--- src/rtl/ntfsdr_pkg.sv ---
// Shared types, constants and helpers of the data run list decoder.
// No dependencies; every other source file but ntfsdr_if imports this package.
package ntfsdr_pkg;

   localparam int MAX_FIELD_BYTES = 8;

   typedef enum logic [1:0] {
      PH_HEADER  = 2'd0,
      PH_LENGTH  = 2'd1,
      PH_OFFSET  = 2'd2,
      PH_STOPPED = 2'd3
   } phase_type;

   typedef enum logic [1:0] {
      KIND_RUN   = 2'd0,
      KIND_END   = 2'd1,
      KIND_BAD   = 2'd2,
      KIND_TRUNC = 2'd3
   } kind_type;

   typedef struct packed {
      logic [7:0] data_byte;
      logic       buffer_end;
   } req_item_type;

   typedef struct packed {
      kind_type    kind;
      logic [63:0] cluster_count;
      logic [63:0] start_cluster;
      logic        sparse;
      logic        list_done;
   } rsp_item_type;

   // Upper bits to set when sign extending an offset field of nbytes bytes.
   function automatic logic [63:0] ext_mask(input logic [3:0] nbytes);
      logic [63:0] mask;
      case (nbytes)
         4'd1:    mask = 64'hFFFF_FFFF_FFFF_FF00;
         4'd2:    mask = 64'hFFFF_FFFF_FFFF_0000;
         4'd3:    mask = 64'hFFFF_FFFF_FF00_0000;
         4'd4:    mask = 64'hFFFF_FFFF_0000_0000;
         4'd5:    mask = 64'hFFFF_FF00_0000_0000;
         4'd6:    mask = 64'hFFFF_0000_0000_0000;
         4'd7:    mask = 64'hFF00_0000_0000_0000;
         default: mask = 64'h0;
      endcase
      return mask;
   endfunction

endpackage

--- src/rtl/ntfsdr_if.sv ---
// Valid/ready channel interfaces for the request and response transactions.
// Depends on nothing.
interface ntfsdr_req_if;
   logic       valid;
   logic       ready;
   logic [7:0] data_byte;
   logic       buffer_end;

   modport source (output valid, output data_byte, output buffer_end, input ready);
   modport sink (input valid, input data_byte, input buffer_end, output ready);
endinterface

interface ntfsdr_rsp_if;
   logic        valid;
   logic        ready;
   logic [1:0]  kind;
   logic [63:0] cluster_count;
   logic [63:0] start_cluster;
   logic        sparse;
   logic        list_done;

   modport source (output valid, output kind, output cluster_count, output start_cluster,
                   output sparse, output list_done, input ready);
   modport sink (input valid, input kind, input cluster_count, input start_cluster,
                 input sparse, input list_done, output ready);
endinterface

--- src/rtl/ntfsdr_in_reg.sv ---
// Input register: captures one request transaction and holds it until used.
// Depends on ntfsdr_pkg and ntfsdr_req_if.
module ntfsdr_in_reg
   import ntfsdr_pkg::*;
(
   input  logic              clock,
   input  logic              reset,
   ntfsdr_req_if.sink        req_chan,
   input  logic              advance,
   output logic              item_valid,
   output req_item_type      item
);

   logic         valid_ff, valid_in;
   req_item_type item_ff;
   logic         take;

   assign req_chan.ready = !valid_ff || advance;
   assign take = req_chan.valid && req_chan.ready;

   always_comb begin
      if (take) begin
         valid_in = 1'b1;
      end else if (advance) begin
         valid_in = 1'b0;
      end else begin
         valid_in = valid_ff;
      end
   end

   always_ff @(posedge clock) begin
      if (reset) begin
         valid_ff <= 1'b0;
      end else begin
         valid_ff <= valid_in;
      end
   end

   always_ff @(posedge clock) begin
      if (take) begin
         item_ff <= '{data_byte: req_chan.data_byte, buffer_end: req_chan.buffer_end};
      end
   end

   assign item_valid = valid_ff;
   assign item       = item_ff;

endmodule

--- src/rtl/ntfsdr_parser.sv ---
// Run list parser: phase machine, field gathering and running cluster add.
// Depends on ntfsdr_pkg.
module ntfsdr_parser
   import ntfsdr_pkg::*;
(
   input  logic         clock,
   input  logic         reset,
   input  logic         fire,
   input  req_item_type item,
   output logic         res_valid,
   output rsp_item_type result
);

   phase_type   phase_ff, phase_in;
   logic [3:0]  len_bytes_ff, len_bytes_in;
   logic [3:0]  off_bytes_ff, off_bytes_in;
   logic [2:0]  byte_pos_ff, byte_pos_in;
   logic [63:0] count_acc_ff, count_acc_in;
   logic [63:0] offset_acc_ff, offset_acc_in;
   logic [63:0] cluster_ff, cluster_in;

   logic [7:0]  b;
   logic        last;
   logic [3:0]  ls, os;
   logic        hdr_zero, hdr_bad;
   logic [3:0]  pos_inc;
   logic [63:0] lane;
   logic [63:0] count_new, offset_new, offset_ext, cluster_sum;
   logic        len_full, off_full;

   assign b          = item.data_byte;
   assign last       = item.buffer_end;
   assign ls         = b[3:0];
   assign os         = b[7:4];
   assign hdr_zero   = (b == 8'd0);
   assign hdr_bad    = (ls == 4'd0) || (ls > 4'(MAX_FIELD_BYTES)) || (os > 4'(MAX_FIELD_BYTES));
   assign pos_inc    = {1'b0, byte_pos_ff} + 4'd1;
   assign lane       = {56'd0, b} << {byte_pos_ff, 3'd0};
   assign count_new  = count_acc_ff | lane;
   assign offset_new = offset_acc_ff | lane;
   assign offset_ext = offset_new | (b[7] ? ext_mask(off_bytes_ff) : 64'd0);
   assign cluster_sum = cluster_ff + offset_ext;
   assign len_full   = (pos_inc >= len_bytes_ff);
   assign off_full   = (pos_inc >= off_bytes_ff);

   // next phase
   always_comb begin
      phase_in = phase_ff;
      if (fire) begin
         unique case (phase_ff)
            PH_HEADER: begin
               if (hdr_zero || hdr_bad || last) begin
                  phase_in = PH_STOPPED;
               end else begin
                  phase_in = PH_LENGTH;
               end
            end
            PH_LENGTH: begin
               if (len_full && (off_bytes_ff == 4'd0)) begin
                  phase_in = PH_HEADER;
               end else if (last) begin
                  phase_in = PH_STOPPED;
               end else if (len_full) begin
                  phase_in = PH_OFFSET;
               end
            end
            PH_OFFSET: begin
               if (off_full) begin
                  phase_in = PH_HEADER;
               end else if (last) begin
                  phase_in = PH_STOPPED;
               end
            end
            PH_STOPPED: phase_in = PH_STOPPED;
            default:    phase_in = PH_STOPPED;
         endcase
         if (last) begin
            phase_in = PH_HEADER;
         end
      end
   end

   // result and datapath
   always_comb begin
      res_valid     = 1'b0;
      result        = '{kind: KIND_RUN, cluster_count: 64'd0, start_cluster: 64'd0,
                        sparse: 1'b0, list_done: 1'b0};
      len_bytes_in  = len_bytes_ff;
      off_bytes_in  = off_bytes_ff;
      byte_pos_in   = byte_pos_ff;
      count_acc_in  = count_acc_ff;
      offset_acc_in = offset_acc_ff;
      cluster_in    = cluster_ff;
      if (fire) begin
         unique case (phase_ff)
            PH_HEADER: begin
               if (hdr_zero) begin
                  res_valid        = 1'b1;
                  result.kind      = KIND_END;
                  result.list_done = 1'b1;
               end else if (hdr_bad) begin
                  res_valid        = 1'b1;
                  result.kind      = KIND_BAD;
                  result.list_done = 1'b1;
               end else if (last) begin
                  res_valid        = 1'b1;
                  result.kind      = KIND_TRUNC;
                  result.list_done = 1'b1;
               end else begin
                  len_bytes_in  = ls;
                  off_bytes_in  = os;
                  byte_pos_in   = 3'd0;
                  count_acc_in  = 64'd0;
                  offset_acc_in = 64'd0;
               end
            end
            PH_LENGTH: begin
               count_acc_in = count_new;
               byte_pos_in  = pos_inc[2:0];
               if (len_full && (off_bytes_ff == 4'd0)) begin
                  res_valid            = 1'b1;
                  result.cluster_count = count_new;
                  result.sparse        = 1'b1;
                  result.list_done     = last;
               end else if (last) begin
                  res_valid        = 1'b1;
                  result.kind      = KIND_TRUNC;
                  result.list_done = 1'b1;
               end else if (len_full) begin
                  byte_pos_in = 3'd0;
               end
            end
            PH_OFFSET: begin
               offset_acc_in = offset_new;
               byte_pos_in   = pos_inc[2:0];
               if (off_full) begin
                  cluster_in           = cluster_sum;
                  res_valid            = 1'b1;
                  result.cluster_count = count_acc_ff;
                  result.start_cluster = cluster_sum;
                  result.list_done     = last;
               end else if (last) begin
                  res_valid        = 1'b1;
                  result.kind      = KIND_TRUNC;
                  result.list_done = 1'b1;
               end
            end
            PH_STOPPED: begin
               res_valid = 1'b0;
            end
            default: begin
               res_valid = 1'b0;
            end
         endcase
         if (last) begin
            cluster_in = 64'd0;
         end
      end
   end

   always_ff @(posedge clock) begin
      if (reset) begin
         phase_ff   <= PH_HEADER;
         cluster_ff <= 64'd0;
      end else begin
         phase_ff   <= phase_in;
         cluster_ff <= cluster_in;
      end
   end

   always_ff @(posedge clock) begin
      len_bytes_ff  <= len_bytes_in;
      off_bytes_ff  <= off_bytes_in;
      byte_pos_ff   <= byte_pos_in;
      count_acc_ff  <= count_acc_in;
      offset_acc_ff <= offset_acc_in;
   end

endmodule

--- src/rtl/ntfsdr_out_reg.sv ---
// Output register: holds one response transaction until the sink takes it.
// Depends on ntfsdr_pkg and ntfsdr_rsp_if.
module ntfsdr_out_reg
   import ntfsdr_pkg::*;
(
   input  logic         clock,
   input  logic         reset,
   input  logic         res_valid,
   input  rsp_item_type result,
   output logic         out_free,
   ntfsdr_rsp_if.source rsp_chan
);

   logic         valid_ff, valid_in;
   rsp_item_type item_ff;

   assign out_free = !valid_ff || rsp_chan.ready;

   always_comb begin
      if (res_valid) begin
         valid_in = 1'b1;
      end else if (rsp_chan.ready) begin
         valid_in = 1'b0;
      end else begin
         valid_in = valid_ff;
      end
   end

   always_ff @(posedge clock) begin
      if (reset) begin
         valid_ff <= 1'b0;
      end else begin
         valid_ff <= valid_in;
      end
   end

   always_ff @(posedge clock) begin
      if (res_valid) begin
         item_ff <= result;
      end
   end

   assign rsp_chan.valid         = valid_ff;
   assign rsp_chan.kind          = item_ff.kind;
   assign rsp_chan.cluster_count = item_ff.cluster_count;
   assign rsp_chan.start_cluster = item_ff.start_cluster;
   assign rsp_chan.sparse        = item_ff.sparse;
   assign rsp_chan.list_done     = item_ff.list_done;

endmodule

--- src/rtl/ntfs_data_run_decoder_unit.sv ---
// Top level of the data run list decoder: input register, parser, output register.
// Depends on ntfsdr_pkg, ntfsdr_if, ntfsdr_in_reg, ntfsdr_parser, ntfsdr_out_reg.
//
//   channel    direction  payload
//   req_chan   in         data_byte[7:0], buffer_end
//   rsp_chan   out        kind[1:0], cluster_count[63:0], start_cluster[63:0],
//                         sparse, list_done
//
// One byte per cycle sustained while responses are taken; a byte is taken into the input
// register, passed through the parser and its result held in the output register.
// Synchronous reset returns the parser to awaiting a header with a zero cluster base.
// A stalled response holds the output register; the input register then fills and
// req_chan.ready drops until the response is taken.
module ntfs_data_run_decoder_unit
   import ntfsdr_pkg::*;
(
   input  logic         clock,
   input  logic         reset,
   ntfsdr_req_if.sink   req_chan,
   ntfsdr_rsp_if.source rsp_chan
);

   logic         item_valid;
   req_item_type item;
   logic         out_free;
   logic         fire;
   logic         res_valid;
   rsp_item_type result;

   assign fire = item_valid && out_free;

   ntfsdr_in_reg u_in_reg (
      .clock      (clock),
      .reset      (reset),
      .req_chan   (req_chan),
      .advance    (out_free),
      .item_valid (item_valid),
      .item       (item)
   );

   ntfsdr_parser u_parser (
      .clock     (clock),
      .reset     (reset),
      .fire      (fire),
      .item      (item),
      .res_valid (res_valid),
      .result    (result)
   );

   ntfsdr_out_reg u_out_reg (
      .clock     (clock),
      .reset     (reset),
      .res_valid (res_valid),
      .result    (result),
      .out_free  (out_free),
      .rsp_chan  (rsp_chan)
   );

endmodule

--- src/flat_wrapper.sv ---
// flat-port wrapper written by rule: the top's interface ports become plain ports
module ntfs_data_run_decoder_unit_flat import ntfsdr_pkg::*;
  (clock, reset, req_chan_valid, req_chan_data_byte, req_chan_buffer_end, req_chan_ready, rsp_chan_valid, rsp_chan_kind, rsp_chan_cluster_count, rsp_chan_start_cluster, rsp_chan_sparse, rsp_chan_list_done, rsp_chan_ready);
  ntfsdr_req_if req_chan_i ();
  ntfsdr_rsp_if rsp_chan_i ();
  input  logic clock;
  input  logic reset;
  input wire logic [$bits(req_chan_i.valid)-1:0] req_chan_valid;
  input wire logic [$bits(req_chan_i.data_byte)-1:0] req_chan_data_byte;
  input wire logic [$bits(req_chan_i.buffer_end)-1:0] req_chan_buffer_end;
  output wire logic [$bits(req_chan_i.ready)-1:0] req_chan_ready;
  output wire logic [$bits(rsp_chan_i.valid)-1:0] rsp_chan_valid;
  output wire logic [$bits(rsp_chan_i.kind)-1:0] rsp_chan_kind;
  output wire logic [$bits(rsp_chan_i.cluster_count)-1:0] rsp_chan_cluster_count;
  output wire logic [$bits(rsp_chan_i.start_cluster)-1:0] rsp_chan_start_cluster;
  output wire logic [$bits(rsp_chan_i.sparse)-1:0] rsp_chan_sparse;
  output wire logic [$bits(rsp_chan_i.list_done)-1:0] rsp_chan_list_done;
  input wire logic [$bits(rsp_chan_i.ready)-1:0] rsp_chan_ready;
  assign req_chan_i.valid = req_chan_valid;
  assign req_chan_i.data_byte = req_chan_data_byte;
  assign req_chan_i.buffer_end = req_chan_buffer_end;
  assign req_chan_ready = req_chan_i.ready;
  assign rsp_chan_valid = rsp_chan_i.valid;
  assign rsp_chan_kind = rsp_chan_i.kind;
  assign rsp_chan_cluster_count = rsp_chan_i.cluster_count;
  assign rsp_chan_start_cluster = rsp_chan_i.start_cluster;
  assign rsp_chan_sparse = rsp_chan_i.sparse;
  assign rsp_chan_list_done = rsp_chan_i.list_done;
  assign rsp_chan_i.ready = rsp_chan_ready;
  ntfs_data_run_decoder_unit u_core (.clock(clock), .reset(reset), .req_chan(req_chan_i), .rsp_chan(rsp_chan_i));
endmodule
--- config.mk ---
export PLATFORM = sky130hd
export DESIGN_NAME = ntfs_data_run_decoder_unit_flat
export DESIGN_NICKNAME = d
export VERILOG_FILES = /design/src/rtl/ntfsdr_pkg.sv /design/src/rtl/ntfsdr_if.sv /design/src/rtl/ntfsdr_in_reg.sv /design/src/rtl/ntfsdr_parser.sv /design/src/rtl/ntfsdr_out_reg.sv /design/src/rtl/ntfs_data_run_decoder_unit.sv /design/src/flat_wrapper.sv
export SDC_FILE = /design/constraint.sdc
export NUM_CORES = 1
export LEC_CHECK = 0
export BUFFER_PORTS_ARGS = -buffer_cell sky130_fd_sc_hd__buf_2
export CELL_PAD_IN_SITES_DETAIL_PLACEMENT = 0
export CELL_PAD_IN_SITES_GLOBAL_PLACEMENT = 1
export CORE_MARGIN = 2
export CORE_UTILIZATION = 47
export CTS_CLUSTER_SIZE = 40
export DETAILED_ROUTE_END_ITERATION = 8
export GPL_TIMING_DRIVEN = 0
export PLACE_DENSITY_LB_ADDON = 0.12
export SYNTH_ARGS = -nofsm -noshare
export SYNTH_HDL_FRONTEND = slang
export SYNTH_SLANG_ARGS = --single-unit
--- constraint.sdc ---
create_clock -name clock -period 6.3 [get_ports clock]
set_clock_uncertainty 0.2 [all_clocks]
set_input_delay 0.315 -clock clock [delete_from_list [all_inputs] [get_ports clock]]
set_output_delay 0.315 -clock clock [all_outputs]
set_load 0.01 [all_outputs]
# Word-level counts from Yosys, hierarchy flattened
# Cells that the tools add are included.
dict set report totals {
  regBits 348
  in_bits 13
  output_inout_bits 134
  word_cells 121
}
dict set report op_classes {
  n_addsub 2
  n_lt_le_gt_ge 4
  n_eq_ne 15
  n_shift 1
  muxes 47
  bitwise_logic 6
  n_reduce_logical 30
}
# operator n
set op_table {}
lappend op_table {{$mux W64} 8}
lappend op_table {{$pmux W64 S7} 1}
lappend op_table {{$pmux W64 S2} 3}
lappend op_table {{$or A64 B64 Y64} 3}
lappend op_table {{$mux W128} 1}
lappend op_table {{$add A64 B64 Y64} 1}
lappend op_table {{$shl A8 B6 Y64} 1}
lappend op_table {{$mux W2} 10}
lappend op_table {{$reduce_and A5 Y1} 4}
lappend op_table {{$mux W3} 6}
lappend op_table {{$eq A4 B3 Y1 const B} 4}
lappend op_table {{$mux W1} 13}
lappend op_table {{$reduce_bool A2 Y1} 6}
lappend op_table {{$pmux W3 S3} 1}
lappend op_table {{$reduce_and A3 Y1} 3}
lappend op_table {{$eq A4 B2 Y1 const B} 2}
lappend op_table {{$ge A4 B4 Y1} 2}
lappend op_table {{$gt A4 B4 Y1 const B} 2}
lappend op_table {{$logic_not A4 Y1} 2}
lappend op_table {{$logic_not A8 Y1} 1}
lappend op_table {{$pmux W2 S4} 1}
lappend op_table {{$logic_or A1 B1 Y1} 6}
lappend op_table {{$ne A2 B2 Y1 const B} 3}
lappend op_table {{$pmux W2 S3} 1}
lappend op_table {{other kinds (14)} 20}

# Depth between registers and ports, before layout
dict set report logic_depth {
  word_depth 8
  depth_mapped 16
  depth_no_buf 14
}

# Hierarchy
# From an unflattened synthesis, not the netlist that was laid out.
dict set report unflattened {
  cells_unflattened 1751
  area_unflattened_um2 18126.1
}
# mod instances cells_each area_per_inst_um2 seq_area_each_um2
set by_module_without_submodules {}
lappend by_module_without_submodules {ntfsdr_parser 1 1600 13784.5 5495.3}
lappend by_module_without_submodules {ntfsdr_out_reg 1 136 4010.1 3983.8}
lappend by_module_without_submodules {ntfsdr_in_reg 1 14 325.3 290.3}
lappend by_module_without_submodules {ntfs_data_run_decoder_unit 1 1 6.3 0.0}

# Worst setup path after synthesis
# Ideal clock, no wire load.
dict set report synth_timing {
  kind {flip-flop to flip-flop}
  start {reg u_core.u_parser.byte_pos_ff[0]}
  end {reg u_core.u_out_reg.item_ff (netlist bit u_core.u_out_reg.rsp_chan.cluster_count[0]), enable pin}
  setup_ns 0.485
  arrival_ns 4.738
  required_ns 5.615
  setup_slack_ns 0.877
  stages_incl_launch_ff 11
  n_path_buf 3
  synth_period_minus_slack_ns 5.423
  cell_sequence {edfxtp_1 > clkbuf_1 > and3_1 > clkbuf_1 > clkbuf_1 > ha_1 > a21oi_1 > o21ai_0 > o211ai_1 > a21o_1 > inv_1}
}
dict set report synth_via {
  elab_chain_len 6
  word_cells_on_any_way 8
  classes_between {add/sub (1); order compare (2); mux (4); reduce/logical (1)}
}
# element line
set synth_rtl {}
lappend synth_rtl {{start, declared} ntfsdr_parser.sv:17} ;# logic [2:0] byte_pos_ff, byte_pos_in;
lappend synth_rtl {{start signal, assigned} ntfsdr_parser.sv:174} ;# byte_pos_ff <= byte_pos_in;
lappend synth_rtl {{$add A3 B1 Y4 *} ntfsdr_parser.sv:37} ;# assign pos_inc = {1'b0, byte_pos_ff} + 4'd1;
lappend synth_rtl {{$ge A4 B4 Y1} ntfsdr_parser.sv:43} ;# assign len_full = (pos_inc >= len_bytes_ff);
lappend synth_rtl {{$logic_and A1 B1 Y1} ntfsdr_parser.sv:120} ;# if (len_full && (off_bytes_ff == 4'd0)) begin
lappend synth_rtl {{$mux W1} ntfsdr_parser.sv:120}
lappend synth_rtl {{$pmux W1 S4 *} ntfsdr_parser.sv:95} ;# unique case (phase_ff)
lappend synth_rtl {{$mux W1 *} ntfsdr_parser.sv:94} ;# if (fire) begin
lappend synth_rtl {{named net u_core.res_valid} ntfs_data_run_decoder_unit.sv:27} ;# logic res_valid;
lappend synth_rtl {{end signal, assigned} ntfsdr_out_reg.sv:39} ;# item_ff <= result;
lappend synth_rtl {{end, declared} ntfsdr_out_reg.sv:15} ;# rsp_item_type item_ff;
# Mark *: on every way through the listed nets, which the timed path passes. The rest lies on a longest branch.
# A chain may end at the register's enable or synchronous reset.

# Worst setup path in the final report
dict set report layout_timing {
  start {reg u_core.u_parser.byte_pos_ff[0]}
  end {reg u_core.u_out_reg.item_ff (netlist bit u_core.u_out_reg.rsp_chan.start_cluster[62]), data pin}
}
dict set report layout_via {
  elab_chain_len 4
  word_cells_on_any_way 7
  classes_between {add/sub (2); order compare (1); shift (1); bitwise (2); reduce/logical (1)}
}
# element line
set layout_rtl {}
lappend layout_rtl {{$shl A8 B6 Y64} ntfsdr_parser.sv:38} ;# assign lane = {56'd0, b} << {byte_pos_ff, 3'd0};
lappend layout_rtl {{$or A64 B64 Y64} ntfsdr_parser.sv:40} ;# assign offset_new = offset_acc_ff | lane;
lappend layout_rtl {{$or A64 B64 Y64} ntfsdr_parser.sv:41} ;# assign offset_ext = offset_new | (b[7] ? ext_mask(off_bytes_ff) : 64'd0);
lappend layout_rtl {{named net u_core.u_parser.offset_ext[0]} ntfsdr_parser.sv:28} ;# logic [63:0] count_new, offset_new, offset_ext, cluster_sum;
lappend layout_rtl {{$add A64 B64 Y64} ntfsdr_parser.sv:42} ;# assign cluster_sum = cluster_ff + offset_ext;
# The timed path passes the listed nets, and every way through them passes these cells.

==> summary.txt <==
GRT
  – Vias in the first global route: 14100
  – Initial antenna violation count: 0
  – Largest net degree at the start of global routing: 109
  – First-pass GRT wire length: 81200 um
  – Total GRT Usage: 0.260
  – Total congestion overflow: 0

CTS
  – Root buf cell: clkbuf_16
  – Post-CTS Resized: 0
  – CTS tree: done
  – Latest clock arrival within the worst-skew pair: 0.56 ns
  – Setup Fix Bufs, Post-CTS: 0
  – Sink Count: 348
  – Number of H-tree levels: 2
  – TritonCTS buffer count: 40
  – Clk pin slew, worst setup/hold paths: 0.06 ns
  – CTS max path bufs: 3

Floorplanning
  – Die Ht: 201 um
  – Die ar.: 40300 um2
  – Die Wd: 201 um
  – Cell row count: 72
  – Io pins: 147
  – Core box area: 38400 um2
  – Initial Utilization: 0.474

Layout
  – Layout cells sized above 1: 0.119
  – Final Instance Area: 21100 um2
  – Reg area: 9770 um2
  – Layout Nets: 2148
  – Leading cell types in the layout, fill and taps excluded: nand2_1, edfxtp_1, a21oi_1, nor2_1, buf_2
  – # diodes: 0
  – Multi-input logic area: 7900 um2
  – Leading cell type in the layout, fill and taps excluded: nand2_1
  – Filler instances: 3560
  – Final core utilization: 0.550
  – Area Overhead vs Synth: 16.0%

Worst setup path
  – Crit-path most repeated cell: nor3_1
  – Max incr delay on CP: 0.81 ns
  – Critical path buffer and inverter count: 3
  – Top Family by Delay on Critical Path: simple AND/OR/NAND/NOR gates
  – Worst setup SP type: flop
  – Slowest-stage cell, CP: nor3_1
  – Endpoint class of the critical path: flop
  – Critical path arrival: 5.93 ns
  – Critical-path cell list: clkbuf_1 > nor3_1 > clkbuf_1 > a21o_1 > ha_1 > inv_1 > fa_1 > and2b_1 > o2111ai_1 > a2111o_1 > a31oi_2 > a21oi_1 > nor3_2 > nor3_1 > nor3_1
  – Critical Path RT: 6.42 ns
  – Path type of the worst setup path: reg -> reg
  – Critical path peak fanout: 10

Power
  – Peak supply drop: 0.000189 V
  – Pwr dens: 247 nW/um2
  – Final Power: 5.21 mW
  – Leak: 7.84 nW

Synth
  – Synth top area share: 0.462
  – Warnings from Yosys: 0
  – Post-synth EDFFs: 280
  – Synth area leaders: edfxtp_1, dfxtp_1, a21oi_1, nand2_1, ha_1
  – Syn_nets: 1943
  – Avg Cell Area, Syn: 9.82 um2
  – Largest area contributor in the netlist: edfxtp_1
  – Synth cell types: 77
  – Cell area after synthesis: 18200 um2
  – Sequential share of the synthesized area: 0.537
  – #FFs+latches synth: 348
  – Primary FF master, synth: edfxtp_1
  – Post-Syn Instances: 1852
  – Ys async rst share: 0

STA
  – Achievable frequency: 0.172 GHz
  – Period utilization: 0.922
  – Total negative setup slack: 0 ns
  – Final max-slew violation count: 0
  – Final hold viol count: 0
  – Slew margin rel.: 0.303
  – Crit path time final: 5.81 ns
  – Least-Margin Pin Slew: 1.04 ns
  – Setup violators final: 0
  – RSZ-0062 raised after global routing: false
  – Final WS setup: 0.489 ns

Job
  – Maxcap violations: 0

Place
  – Place WS: 0.636 ns
  – Dpl cell area: 19700 um2
  – DPL Wire Length: 38300 um
  – PortBufs: 145
  – Routability Congestion: 0.893

Route
  – DRT Pass-1 Iters: 5
  – WL/cell: 20.2 um
  – Antenna viol nets, final: 0
  – Post-route DRC: 0
  – DRT iter0 DRCs: 1157
  – Drt via density: 5.62
  – Final wirelength: 52500 um
  – DR vias: 14600

Status
  – Status: completed

Min path
  – Worst Hold Class: reg -> reg
==> path summary, 6_finish.rpt <==
path                                                                    end  depth (start not counted)  slack, ns                           start
worst max-delay path            u_core.u_out_reg.rsp_chan.start_cluster[62]                         15       0.49  u_core.u_parser.byte_pos_ff[0]
worst min register to register               u_core.u_parser.cluster_ff[47]                          2       0.26  u_core.u_parser.cluster_ff[47]
worst min-delay path                         u_core.u_parser.cluster_ff[47]                          2       0.26  u_core.u_parser.cluster_ff[47]
worst max register to register  u_core.u_out_reg.rsp_chan.start_cluster[62]                         15       0.49  u_core.u_parser.byte_pos_ff[0]
==> worst min-delay path, stage by stage (launching register included) <==
cell and delay [ns]:
dfxtp_1 0.31, nand2_1 0.05, o21ai_1 0.05
==> cells by family after synthesis <==
group                    after synthesis  share of synthesized area
flip-flops                           348                      0.537
AND/OR/NAND/NOR                      707                      0.174
adder cells (fa/ha/maj)               78                     0.0541
buffers and inverters                141                     0.0297
multiplexers                           3                    0.00165
AO/OA/AOI/OAI                        531                      0.181
XOR/XNOR                              44                     0.0212
==> synthesized netlist by cell type, types with 3 or more instances <==
cell type,n
clkbuf_1,98
o21bai_1,17
o21ai_1,12
or3_1,6
o31a_1,3
xnor2_1,23
nor3b_1,6
and3_1,6
and3b_1,4
inv_1,29
mux2i_1,3
nor2b_1,52
a32o_1,3
a22o_1,6
clkbuf_2,3
dfxtp_1,68
o21a_1,33
nand2_1,302
o31ai_1,19
buf_2,6
ha_1,77
a211oi_1,9
nor3_1,39
or2_2,8
nand2b_1,6
a21o_1,34
a21boi_0,10
buf_1,4
nor4_1,4
a211o_1,3
nor2_1,197
a31oi_1,4
o211ai_1,9
a221oi_1,3
nand3_1,6
and2_1,31
o21ai_0,62
xor2_1,21
a21oi_1,246
nand4_1,27
edfxtp_1,280
a22oi_1,30
==> what timing repair did <==
item / CTS / global route
endpoints found under the hold margin: 13 / 0
hold buffers: 13 / 0
endpoints found under the setup margin: 0 / 0
==> per-stage QoR <==
stage	hold WS, ns	instances
floorplan	0.214	1852
global placement	0.235	2515
detailed placement	0.244	2520
CTS	0.236	2605
global route	0.250	2605
finish	0.259	2605
==> report_power, final <==
group          total, mW  switching, mW  internal, mW  leakage, nW
sequential          2.58         0.0284          2.55         3.20
combinational      0.378          0.264         0.113         4.03
clock               2.26          0.938          1.32        0.609
==> layout make-up <==
cell class	count	share of cell area
Inverter	30	0.00558
Clock buffer	47	0.0497
Sequential cell	348	0.463
Tap cell	518	0.0307
Timing Repair Buffer	163	0.0460
Buffer	111	0.0203
Clock inverter	25	0.0103
Multi-Input combinational cell	1363	0.374
==> layer usage <==
layer,share of wire,routed length (um),up-vias,global-route usage
met3,0.055,2870,88,0.0401
met1,0.47,24600,7009,0.372
met5,0,0,-,0
met2,0.45,23800,418,0.410
li1,-,-,7118,-
met4,0.025,1290,0,0.0783
==> flip-flops by register name, summed over array words and instances, names as in the netlist, 3 cells and up <==
register and flops:
u_core.u_parser.cluster_ff 64, u_core.u_in_reg.item 9, u_core.u_parser.byte_pos_ff 3, u_core.u_parser.count_acc_ff 64, u_core.u_out_reg.rsp_chan.start_cluster 64, u_core.u_parser.offset_acc_ff 64, u_core.u_parser.len_bytes_ff 4, u_core.u_parser.off_bytes_ff 4
u_core.u_out_reg.rsp_chan.cluster_count 64
Note: power is estimated with default switching activity, not from simulation.
